[src/design/tlf_pkg.sv]
`timescale 1ns / 1ps

package tlf_pkg;

  // Largest matrix dimension; the store holds MaxDim * MaxDim words.
  localparam int unsigned MaxDim = 64;

  // Width of the dimension registers and of every walk counter.
  localparam int unsigned DimW = 7;
  localparam int unsigned CfgIdxW = 3;
  localparam int unsigned CfgDataW = 7;

  // Configuration register indexes.
  localparam logic [CfgIdxW-1:0] CfgRows      = 3'd0;
  localparam logic [CfgIdxW-1:0] CfgCols      = 3'd1;
  localparam logic [CfgIdxW-1:0] CfgTileRows  = 3'd2;
  localparam logic [CfgIdxW-1:0] CfgTileCols  = 3'd3;
  localparam logic [CfgIdxW-1:0] CfgTransTile = 3'd4;
  localparam logic [CfgIdxW-1:0] CfgTransMat  = 3'd5;

  // Input beat kinds.
  localparam logic KindLoad = 1'b0;
  localparam logic KindEmit = 1'b1;

  typedef struct packed {
    logic        kind;
    logic [11:0] load_address;
    logic [31:0] load_value;
  } in_t;

  typedef struct packed {
    logic [31:0]     element_value;
    logic            is_padding;
    logic            last_element;
    logic [DimW-1:0] outer_tile_count;
    logic [DimW-1:0] inner_tile_count;
  } out_t;

  typedef struct packed {
    logic ld_we;
    logic div_start;
    logic div_step;
    logic calc;
    logic mult;
    logic rd;
    logic out_load;
  } cmd_t;

  typedef struct packed {
    logic div_last;
  } sts_t;

  typedef enum logic [5:0] {
    S_IDLE = 6'b000001,
    S_DIV  = 6'b000010,
    S_CALC = 6'b000100,
    S_MULT = 6'b001000,
    S_READ = 6'b010000,
    S_OUT  = 6'b100000
  } state_e;

endpackage

[src/design/tlf_ctrl.sv]
`timescale 1ns / 1ps

module tlf_ctrl (
  input  logic                        clk_i,
  input  logic                        rst_ni,
  input  logic                        in_valid_i,
  input  logic                        in_kind_i,
  output logic                        in_ready_o,
  output logic                        out_valid_o,
  input  logic                        out_ready_i,
  input  logic                        cfg_we_i,
  input  logic [tlf_pkg::CfgIdxW-1:0] cfg_idx_i,
  input  tlf_pkg::sts_t               sts_i,
  output tlf_pkg::cmd_t               cmd_o
);

  tlf_pkg::state_e state_q, state_d;
  logic stale_q, stale_d;
  logic out_valid_q, out_valid_d;
  logic cfg_hit;

  // Only writes to a listed register change the tile counts.
  assign cfg_hit = cfg_we_i && (cfg_idx_i <= tlf_pkg::CfgTransMat);

  always_comb begin
    state_d = state_q;
    stale_d = stale_q;
    cmd_o = '0;
    in_ready_o = 1'b0;
    case (state_q)
      tlf_pkg::S_IDLE: begin
        in_ready_o = 1'b1;
        if (in_valid_i) begin
          if (in_kind_i == tlf_pkg::KindLoad) begin
            cmd_o.ld_we = 1'b1;
          end else if (stale_q) begin
            cmd_o.div_start = 1'b1;
            state_d = tlf_pkg::S_DIV;
          end else begin
            state_d = tlf_pkg::S_CALC;
          end
        end
      end
      tlf_pkg::S_DIV: begin
        cmd_o.div_step = 1'b1;
        if (sts_i.div_last) begin
          stale_d = 1'b0;
          state_d = tlf_pkg::S_CALC;
        end
      end
      tlf_pkg::S_CALC: begin
        cmd_o.calc = 1'b1;
        state_d = tlf_pkg::S_MULT;
      end
      tlf_pkg::S_MULT: begin
        cmd_o.mult = 1'b1;
        state_d = tlf_pkg::S_READ;
      end
      tlf_pkg::S_READ: begin
        cmd_o.rd = 1'b1;
        state_d = tlf_pkg::S_OUT;
      end
      tlf_pkg::S_OUT: begin
        if (!out_valid_q || out_ready_i) begin
          cmd_o.out_load = 1'b1;
          state_d = tlf_pkg::S_IDLE;
        end
      end
      default: begin
        state_d = tlf_pkg::S_IDLE;
      end
    endcase
    if (cfg_hit) begin
      stale_d = 1'b1;
    end
  end

  always_comb begin
    out_valid_d = out_valid_q;
    if (out_valid_q && out_ready_i) begin
      out_valid_d = 1'b0;
    end
    if (cmd_o.out_load) begin
      out_valid_d = 1'b1;
    end
  end

  assign out_valid_o = out_valid_q;

  always_ff @(posedge clk_i or negedge rst_ni) begin
    if (!rst_ni) begin
      state_q <= tlf_pkg::S_IDLE;
      stale_q <= 1'b1;
      out_valid_q <= 1'b0;
    end else begin
      state_q <= state_d;
      stale_q <= stale_d;
      out_valid_q <= out_valid_d;
    end
  end

endmodule

[config.mk]
export PLATFORM = sky130hd
export DESIGN_NAME = tlf_ctrl
export DESIGN_NICKNAME = d
export VERILOG_FILES = /design/src/design/tlf_pkg.sv /design/src/design/tlf_ctrl.sv
export SDC_FILE = /design/constraint.sdc
export NUM_CORES = 1
export LEC_CHECK = 0
export BUFFER_PORTS_ARGS = -buffer_cell sky130_fd_sc_hd__buf_4
export CAP_MARGIN = 20
export CORE_UTILIZATION = 35
export CTS_BUF_LIST = sky130_fd_sc_hd__clkbuf_8
export DETAILED_ROUTE_END_ITERATION = 8
export PLACE_DENSITY = 0.68
export SLEW_MARGIN = 20
export SYNTH_ARGS = -nofsm -noshare
export SYNTH_HDL_FRONTEND = slang
export SYNTH_SLANG_ARGS = --single-unit
[constraint.sdc]
create_clock -name clk_i -period 1.6 [get_ports clk_i]
set_input_delay 0.32 -clock clk_i [delete_from_list [all_inputs] [get_ports clk_i]]
set_output_delay 0.32 -clock clk_i [all_outputs]
set_load 0.01 [all_outputs]
==> results.py, run 1 <==
metrics = {
    "sta": {
        "fin_crit_sh": 1.23,
        "worst_hold_slack_ns": 0.308,
        "fin_worst_skew_ns": 0.00570,
        "layout_setup_ws_ns": -0.366,
        "drv_slew": 0,
        "period_needed_ns": 1.97,
        "fmax_mhz": 509,
        "setup_viol": 8,
        "hold_viol": 0,
        "slew_headroom": 0.827,
        "setup_tns_ns": -1.56,
        "rsz0062_at_grt": "yes",
        "tightestPinTransition_ns": 0.257,
    },
    "critical_path": {
        "r2r_start": "state_q[2]",
        "reg2reg_depth": 6,
        "reg2reg_slack_ns": -0.04,
        "endpoint_kind": "primary output",
        "arrival_ns": 1.65,
        "required_ns": 1.28,
        "critPathMaxFanout": 4,
        "crit_type": "register to primary output",
        "setup.worst_path.start": "state_q[2]",
        "r2r-end": "stale_q",
        "critPathLaunchType": "register",
    },
    "synthesis": {
        "yosys_warnings": 0,
        "synth.largest_area_cell": "dfrtp_1",
        "syn_nets": 58,
        "synth_edf_count": 0,
        "synthArstFlopShare": 1.00,
        "synth_flop_cell": "dfrtp_1",
        "synth.avg_cell_area_sq_um": 10.4,
        "synth_cells": 48,
        "ys_ff_latch": 8,
        "yosysSeqAreaShare": 0.407,
        "synth.area.top_cells": "dfrtp_1 (30%), dfstp_2 (11%), nor4_1 (5.0%)",
        "yosysUniqueCellTypes": 29,
        "synth_top_area_frac": 0.302,
        "netlist_area_sq_um": 498,
    },
    "route": {
        "dr.pass1.iters": 2,
        "drcViolationCount": 0,
        "ant_nets": 0,
        "drt-initial-drc-count": 2,
        "avgRoutedWirePerCell_microns": 13.7,
        "drt_wl_total_microns": 1290,
        "vias_per_cell": 5.05,
        "vias": 475,
    },
    "outcome": {
        "outcome": "finished with violations",
        "violations": "negative setup slack",
    },
    "min_path": {
        "min_to": "state_q[1]",
        "min_from": "sts_i",
        "hold_class": "input port to register",
        "whs_path_depth": 2,
    },
    "pwr": {
        "power.density_nw_per_um2": 1210,
        "power_mw": 1.02,
        "irDropWorstVdd_v": 0.000828,
        "p_leak_nw": 0.406,
    },
    "floorplanning": {
        "die_y_microns": 39.7,
        "start_util": 0.378,
        "core_sq_um": 1320,
        "rows": 13,
        "die_x_microns": 39.7,
        "io_pins": 19,
        "die_area_sq_um": 1580,
    },
    "place": {
        "gp_congestion": 0.771,
        "portBuffers": 17,
        "place_hpwl_microns": 838,
        "post-place-ws_ns": -0.129,
    },
    "clock_tree": {
        "htreeDepth": 1,
        "cts_root_buf": "clkbuf_8",
        "cts.path.max_buffers": 2,
        "cts_buffers": 3,
        "clk_latency_ns": 0.23,
        "clkSinkCount": 8,
        "cts_tree": "built",
        "clk_pin_slew_worst_paths_ns": 0.04,
    },
    "global_routing": {
        "antenna_found_initial": 0,
        "track_usage": 0.189,
        "grt_pass1_wl_microns": 1930,
        "grt_max_degree": 10,
        "grt_pass1_vias": 461,
        "overflow": 0,
    },
    "layout": {
        "layout-drive-gt1-share": 0.658,
        "final_common_cell": "buf_4",
        "final_cell_mix": "buf_4 (22), buf_6 (8), dfrtp_1 (6), nand2_1 (4)",
        "nets": 90,
        "area_growth_pct": 68.6,
        "antenna_cells": 0,
    },
    "flow_run": {
        "cap_viol_max_count": 0,
    },
}
[kinds of logic (layout without fill, tap and decap cells)]
kind of cell           Yosys count  in the layout  synth area share
AND/OR/NAND/NOR                 25             25             0.352
AO/OA/AOI/OAI                    9              9             0.151
flip-flops                       8              8             0.407
buffers and inverters            6             37            0.0904
[flip-flops by register name, indices dropped and copies added, names as in the netlist]
register	count
state_q	6
out_valid_o	1
stale_q	1
[per-layer routing]
metal	global-route usage	vias to the layer above	routed length, microns
met2	0.299	5	655
met3	0.0170	2	19
met5	0	-	0
met1	0.249	230	599
met4	0.103	0	12
li1	-	238	-
[through the flow]
stage | std cells | utilization | area [sq um]
after global routing | 94 | 0.637 | 840
after global placement | 85 | 0.515 | 678
after floorplan | 48 | - | 502
after CTS | 92 | 0.594 | 783
final | 94 | 0.637 | 840
after detailed placement | 85 | 0.515 | 678
[power by group]
group / total [mW] / internal [mW] / switching, mW
clock network: 0.243 / 0.166 / 0.0769
logic: 0.510 / 0.308 / 0.202
registers: 0.263 / 0.242 / 0.0215
total: 1.02 / 0.715 / 0.300
[worst max-delay path, cell delays in order (launching register included)]
cell	delay (ns)
dfrtp_1	0.40
or4_4	0.55
nor2b_4	0.16
and4_4	0.22
buf_6	0.10
[Yosys cell counts, types with 2 or more instances]
library cell and number:
dfstp_2 2, buf_4 2, nand2b_1 3, buf_6 2, dfrtp_1 6, o21bai_1 2, nand2_1 4, nor2_1 2
and2b_2 2, nor4_1 4
[final cells by class]
cell class,instances,area (sq um)
inverters,2,7.51
repair buffers,31,265
multi-input cells,34,300
well taps,15,18.8
clock buffers,3,41.3
clock inverters,1,3.75
flip-flops and latches,8,203
fillers,107,478
[timing repair]
item                       4_1_cts  5_1_grt
setup buffers                    2        3
resized for setup                8       11
setup endpoints to repair        9       11
hold buffers                     1        0
pin swaps                        2        3
hold endpoints to repair         6        0
[worst max-delay path by stage]
stage	end	slack, ns	cells after the start
floorplan	cmd_o[5]	-0.08	3
global placement	cmd_o[5]	-0.13	4
detailed placement	cmd_o[5]	-0.13	4
CTS	cmd_o[5]	-0.36	4
global route	cmd_o[5]	-0.40	4
finish	cmd_o[5]	-0.37	4
No activity file was read; power rests on OpenSTA's default activity.
==> run 2, diff against run 1 <==
Settings changed: PLACE_DENSITY 0.68 to 0.64, SKIP_LAST_GASP from default to 1.
==> run 2 against run 1 <==
The flow still finishes with violations (negative setup slack); sequential power hardly changed; final cell count is 2.1% lower; fmax is 0.84% higher; cell area is 6.4% lower; die area stayed put; register-to-register slack better by 0.02 ns; clock skew is 0.0036 ns lower; clock power hardly changed.
==> results.py, run 2 (synthesis gave the netlist of run 1 again) <==
metrics = {
    "layout": {
        "fillers": 110,
        "final_common_cell": "buf_4",
        "nets": 88,
        "largest_reg_flops": 6,
        "area_growth_pct": 57.8,
        "fin_area_sq_um": 786,
        "top_register": "state_q",
        "seq_area_sq_um": 203,
        "instances_no_fill": 92,
        "antenna_cells": 0,
        "final_cell_mix": "buf_4 (26), dfrtp_1 (6), nand2_1 (4), clkbuf_8 (3)",
        "layout-drive-gt1-share": 0.623,
        "multi_input_area_sq_um": 284,
    },
    "clock_tree": {
        "cts_buffers": 3,
        "clk_latency_ns": 0.23,
        "cts_root_buf": "clkbuf_8",
        "cts.path.max_buffers": 2,
        "clkSinkCount": 8,
        "cts_tree": "built",
        "htreeDepth": 1,
        "clk_pin_slew_worst_paths_ns": 0.04,
    },
    "route": {
        "drt-initial-drc-count": 2,
        "drt_wl_total_microns": 1120,
        "drcViolationCount": 0,
        "vias_per_cell": 4.98,
        "dr.pass1.iters": 2,
        "ant_nets": 0,
        "vias": 458,
        "avgRoutedWirePerCell_microns": 12.2,
    },
    "outcome": {
        "violations": "negative setup slack",
        "outcome": "finished with violations",
    },
    "pwr": {
        "combPwrFrac": 0.463,
        "p_sw_mw": 0.268,
        "p_int_mw": 0.676,
        "pwr-share-seq": 0.277,
        "irDropWorstVdd_v": 0.000800,
        "power.density_nw_per_um2": 1200,
        "clock_power_share": 0.260,
        "p_leak_nw": 0.388,
        "switching_share": 0.284,
    },
    "global_routing": {
        "antenna_found_initial": 0,
        "grt_pass1_vias": 403,
        "grt_max_degree": 10,
        "grt_pass1_wl_microns": 1790,
        "overflow": 0,
        "track_usage": 0.176,
    },
    "sta": {
        "fin_worst_skew_ns": 0.00213,
        "worst_hold_slack_ns": 0.303,
        "hold_viol": 0,
        "fin_crit_sh": 1.22,
        "drv_slew": 0,
        "tightestPinTransition_ns": 0.304,
        "layout_setup_ws_ns": -0.349,
        "slew_headroom": 0.795,
        "setup_viol": 11,
        "rsz0062_at_grt": "yes",
        "period_needed_ns": 1.95,
        "setup_tns_ns": -1.48,
        "fmax_mhz": 513,
    },
    "floorplanning": {
        "start_util": 0.378,
        "core_sq_um": 1320,
        "die_area_sq_um": 1580,
        "io_pins": 19,
        "die_y_microns": 39.7,
        "die_x_microns": 39.7,
        "rows": 13,
    },
    "critical_path": {
        "arrival_ns": 1.63,
        "crit_type": "register to primary output",
        "slowest_stage": "or4_4",
        "reg2reg_slack_ns": -0.02,
        "critPathLaunchType": "register",
        "critPathMaxFanout": 4,
        "required_ns": 1.28,
        "crit_family": "simple AND/OR/NAND/NOR gates",
        "reg2reg_depth": 5,
        "endpoint_kind": "primary output",
        "path_buf_inv": 1,
        "r2r_start": "state_q[3]",
        "slowest_delay_ns": 0.56,
        "setup.worst_path.start": "state_q[4]",
        "path_depth": 4,
        "r2r-end": "state_q[2]",
        "crit_chain": "or4_4 -> nor2b_4 -> and4_4 -> buf_6",
    },
    "place": {
        "place_area_sq_um": 678,
        "post-place-ws_ns": -0.132,
        "gp_congestion": 0.781,
        "place_hpwl_microns": 810,
        "portBuffers": 17,
        "dp.cells": 85,
    },
    "min_path": {
        "hold_class": "input port to register",
        "min_to": "state_q[1]",
        "min_from": "sts_i",
        "whs_path_depth": 2,
    },
    "flow_run": {
        "cap_viol_max_count": 0,
    },
}
[run 2: through the flow]
step | utilization | power, mW
after floorplan | - | 0.508
after global placement | 0.515 | 0.622
after detailed placement | 0.515 | 0.624
after CTS | 0.593 | 0.955
after global routing | 0.596 | 1.00
final | 0.596 | 0.944
[run 2: final cells by class]
type | count | share of cell area
multi-input combinational | 34 | 0.361
clock buffer | 3 | 0.0525
clock inverter | 1 | 0.00478
tap | 15 | 0.0239
sequential | 8 | 0.258
inverter | 2 | 0.00955
timing repair buffer | 29 | 0.290
[run 2: how the worst max path moves through the flow]
stage | endpoint
floorplan | cmd_o[5]
global placement | cmd_o[5]
detailed placement | cmd_o[5]
CTS | cmd_o[5]
global route | cmd_o[5]
finish | cmd_o[5]
[run 2: timing repair]
action	4_1_cts	5_1_grt
resized for setup	7	1
endpoints found under the hold margin	6	0
hold buffers	1	0
pin swaps	4	0
endpoints found under the setup margin	9	11
buffers inserted	2	0
[run 2: power by group through the flow]
| stage | clock, mW | combinational, mW | sequential, mW |
|---|---|---|---|
| 6_report | 0.245 | 0.437 | 0.262 |
| 5_1_grt | 0.267 | 0.469 | 0.266 |
| 4_1_cts | 0.257 | 0.435 | 0.262 |
| 3_5_place_dp | 0 | 0.360 | 0.264 |
| 3_3_place_gp | 0 | 0.360 | 0.262 |
| 2_1_floorplan | 0 | 0.250 | 0.258 |
[run 2: per-layer routing]
| metal | part of all wire | vias up | wire (microns) | track usage |
|---|---|---|---|---|
| li1 | - | 235 | - | - |
| met1 | 0.49 | 216 | 553 | 0.251 |
| met2 | 0.48 | 5 | 543 | 0.238 |
| met3 | 0.015 | 2 | 17 | 0.0341 |
| met4 | 0.0054 | 0 | 6 | 0.103 |
| met5 | 0 | - | 0 | 0 |
==> run 3, diff against run 2 <==
Settings changed: CELL_PAD_IN_SITES_DETAIL_PLACEMENT from default to 1, CELL_PAD_IN_SITES_GLOBAL_PLACEMENT from default to 1, CORE_UTILIZATION 35 to 33, PLACE_DENSITY 0.64 to 0.77.
==> run 3 against run 2 <==
The flow still finishes with violations (negative setup slack); fmax fell by 2.2%; die area is 5.7% higher; critical path type unchanged; count of clock-buffer cells in the layout unchanged; highest routed layer unchanged; first-iteration DRC count up 100%; clock power about the same; cell area increased by 11%; largest cell class unchanged; worst setup slack lost 0.043 ns; sequential power increased by 2%.
==> results.py, run 3 (synthesis gave the netlist of run 1 again) <==
metrics = {
    "place": {
        "place_area_sq_um": 671,
        "portBuffers": 17,
        "gp_congestion": 0.761,
        "post-place-ws_ns": -0.175,
        "dp.cells": 84,
        "place_hpwl_microns": 961,
    },
    "floorplanning": {
        "io_pins": 19,
        "die_area_sq_um": 1670,
        "die_y_microns": 40.8,
        "core_sq_um": 1350,
        "rows": 13,
        "die_x_microns": 40.8,
        "start_util": 0.369,
    },
    "route": {
        "avgRoutedWirePerCell_microns": 15.2,
        "ant_nets": 0,
        "vias_per_cell": 5.35,
        "drt_wl_total_microns": 1450,
        "drt-initial-drc-count": 4,
        "dr.pass1.iters": 5,
        "vias": 508,
        "drcViolationCount": 0,
    },
    "sta": {
        "fmax_mhz": 502,
        "fin_crit_sh": 1.25,
        "period_needed_ns": 1.99,
        "setup_tns_ns": -1.77,
        "drv_slew": 0,
        "slew_headroom": 0.757,
        "rsz0062_at_grt": "yes",
        "tightestPinTransition_ns": 0.361,
        "layout_setup_ws_ns": -0.392,
        "worst_hold_slack_ns": 0.307,
        "setup_viol": 11,
        "hold_viol": 0,
        "fin_worst_skew_ns": 0.00371,
    },
    "outcome": {
        "outcome": "finished with violations",
        "violations": "negative setup slack",
    },
    "layout": {
        "fillers": 146,
        "final_common_cell": "buf_4",
        "layout-drive-gt1-share": 0.700,
        "largest_reg_flops": 6,
        "fin_area_sq_um": 873,
        "area_growth_pct": 75.4,
        "antenna_cells": 0,
        "post-route-util": 0.647,
        "nets": 92,
        "instances_no_fill": 95,
        "final_cell_mix": "buf_4 (26), dfrtp_1 (6), buf_6 (5), nand2_1 (4)",
        "top_register": "state_q",
    },
    "pwr": {
        "switching_share": 0.306,
        "p_int_mw": 0.742,
        "clock_power_share": 0.231,
        "combPwrFrac": 0.519,
        "p_sw_mw": 0.327,
        "irDropWorstVdd_v": 0.000714,
        "p_leak_nw": 0.413,
        "pwr-share-seq": 0.249,
        "power.density_nw_per_um2": 1220,
        "power_mw": 1.07,
    },
    "clock_tree": {
        "cts_root_buf": "clkbuf_8",
        "cts_tree": "built",
        "clkSinkCount": 8,
        "clk_latency_ns": 0.23,
        "htreeDepth": 1,
        "clk_pin_slew_worst_paths_ns": 0.04,
        "cts_buffers": 3,
        "cts.path.max_buffers": 2,
    },
    "global_routing": {
        "grt_pass1_vias": 473,
        "grt_max_degree": 10,
        "antenna_found_initial": 0,
        "overflow": 0,
        "track_usage": 0.198,
        "grt_pass1_wl_microns": 2010,
    },
    "critical_path": {
        "arrival_ns": 1.67,
        "critPathLaunchType": "register",
        "endpoint_kind": "primary output",
        "crit_type": "register to primary output",
        "required_ns": 1.28,
        "critPathMaxFanout": 4,
        "reg2reg_depth": 5,
    },
    "min_path": {
        "hold_class": "input port to register",
        "whs_path_depth": 2,
    },
    "flow_run": {
        "cap_viol_max_count": 0,
    },
}
[run 3: final cells by class]
| class | instances | area (sq um) | area share |
|---|---|---|---|
| Tap cell | 15 | 18.8 | 0.0215 |
| Timing Repair Buffer | 33 | 282 | 0.322 |
| Sequential cell | 8 | 203 | 0.232 |
| Inverter | 2 | 7.51 | 0.00860 |
| Clock buffer | 3 | 41.3 | 0.0473 |
| Multi-Input combinational cell | 34 | 322 | 0.368 |
[run 3: per-layer routing]
metal	up-vias	track usage	wire length, microns
li1	243	-	-
met1	233	0.225	615
met2	28	0.324	742
met3	4	0.0489	72
met4	0	0.125	16
met5	-	0	0
[run 3: worst paths after layout]
path	start	end	slack [ns]
setup / recovery	state_q[2]	cmd_o[5]	-0.39
hold / removal	sts_i	state_q[1]	0.31
setup reg to reg	state_q[0]	state_q[2]	-0.05
max in group asynchronous	rst_ni	stale_q	0.93
hold reg to reg	out_valid_o	out_valid_o	0.58
min in group asynchronous	rst_ni	state_q[1]	0.45
[run 3: power groups by stage]
| stage | clock, mW | sequential (mW) | combinational [mW] |
|---|---|---|---|
| 4_1_cts | 0.254 | 0.264 | 0.464 |
| 2_1_floorplan | 0 | 0.258 | 0.250 |
| 3_5_place_dp | 0 | 0.266 | 0.362 |
| 3_3_place_gp | 0 | 0.263 | 0.352 |
| 5_1_grt | 0.262 | 0.270 | 0.593 |
| 6_report | 0.247 | 0.267 | 0.555 |
[run 3: what timing repair did]
action                     4_1_cts  5_1_grt
hold buffers                     1        0
hold endpoints to repair         6        0
setup endpoints to repair        9       11
buffers inserted                 4        5
pin swaps                        4        9
gates resized for setup          9        9
[run 3: critical path, stage by stage, from the launching register on]
cell and delay, ns:
dfrtp_1 0.39, or4_4 0.55, nor2b_4 0.16, and4_4 0.24, buf_6 0.10
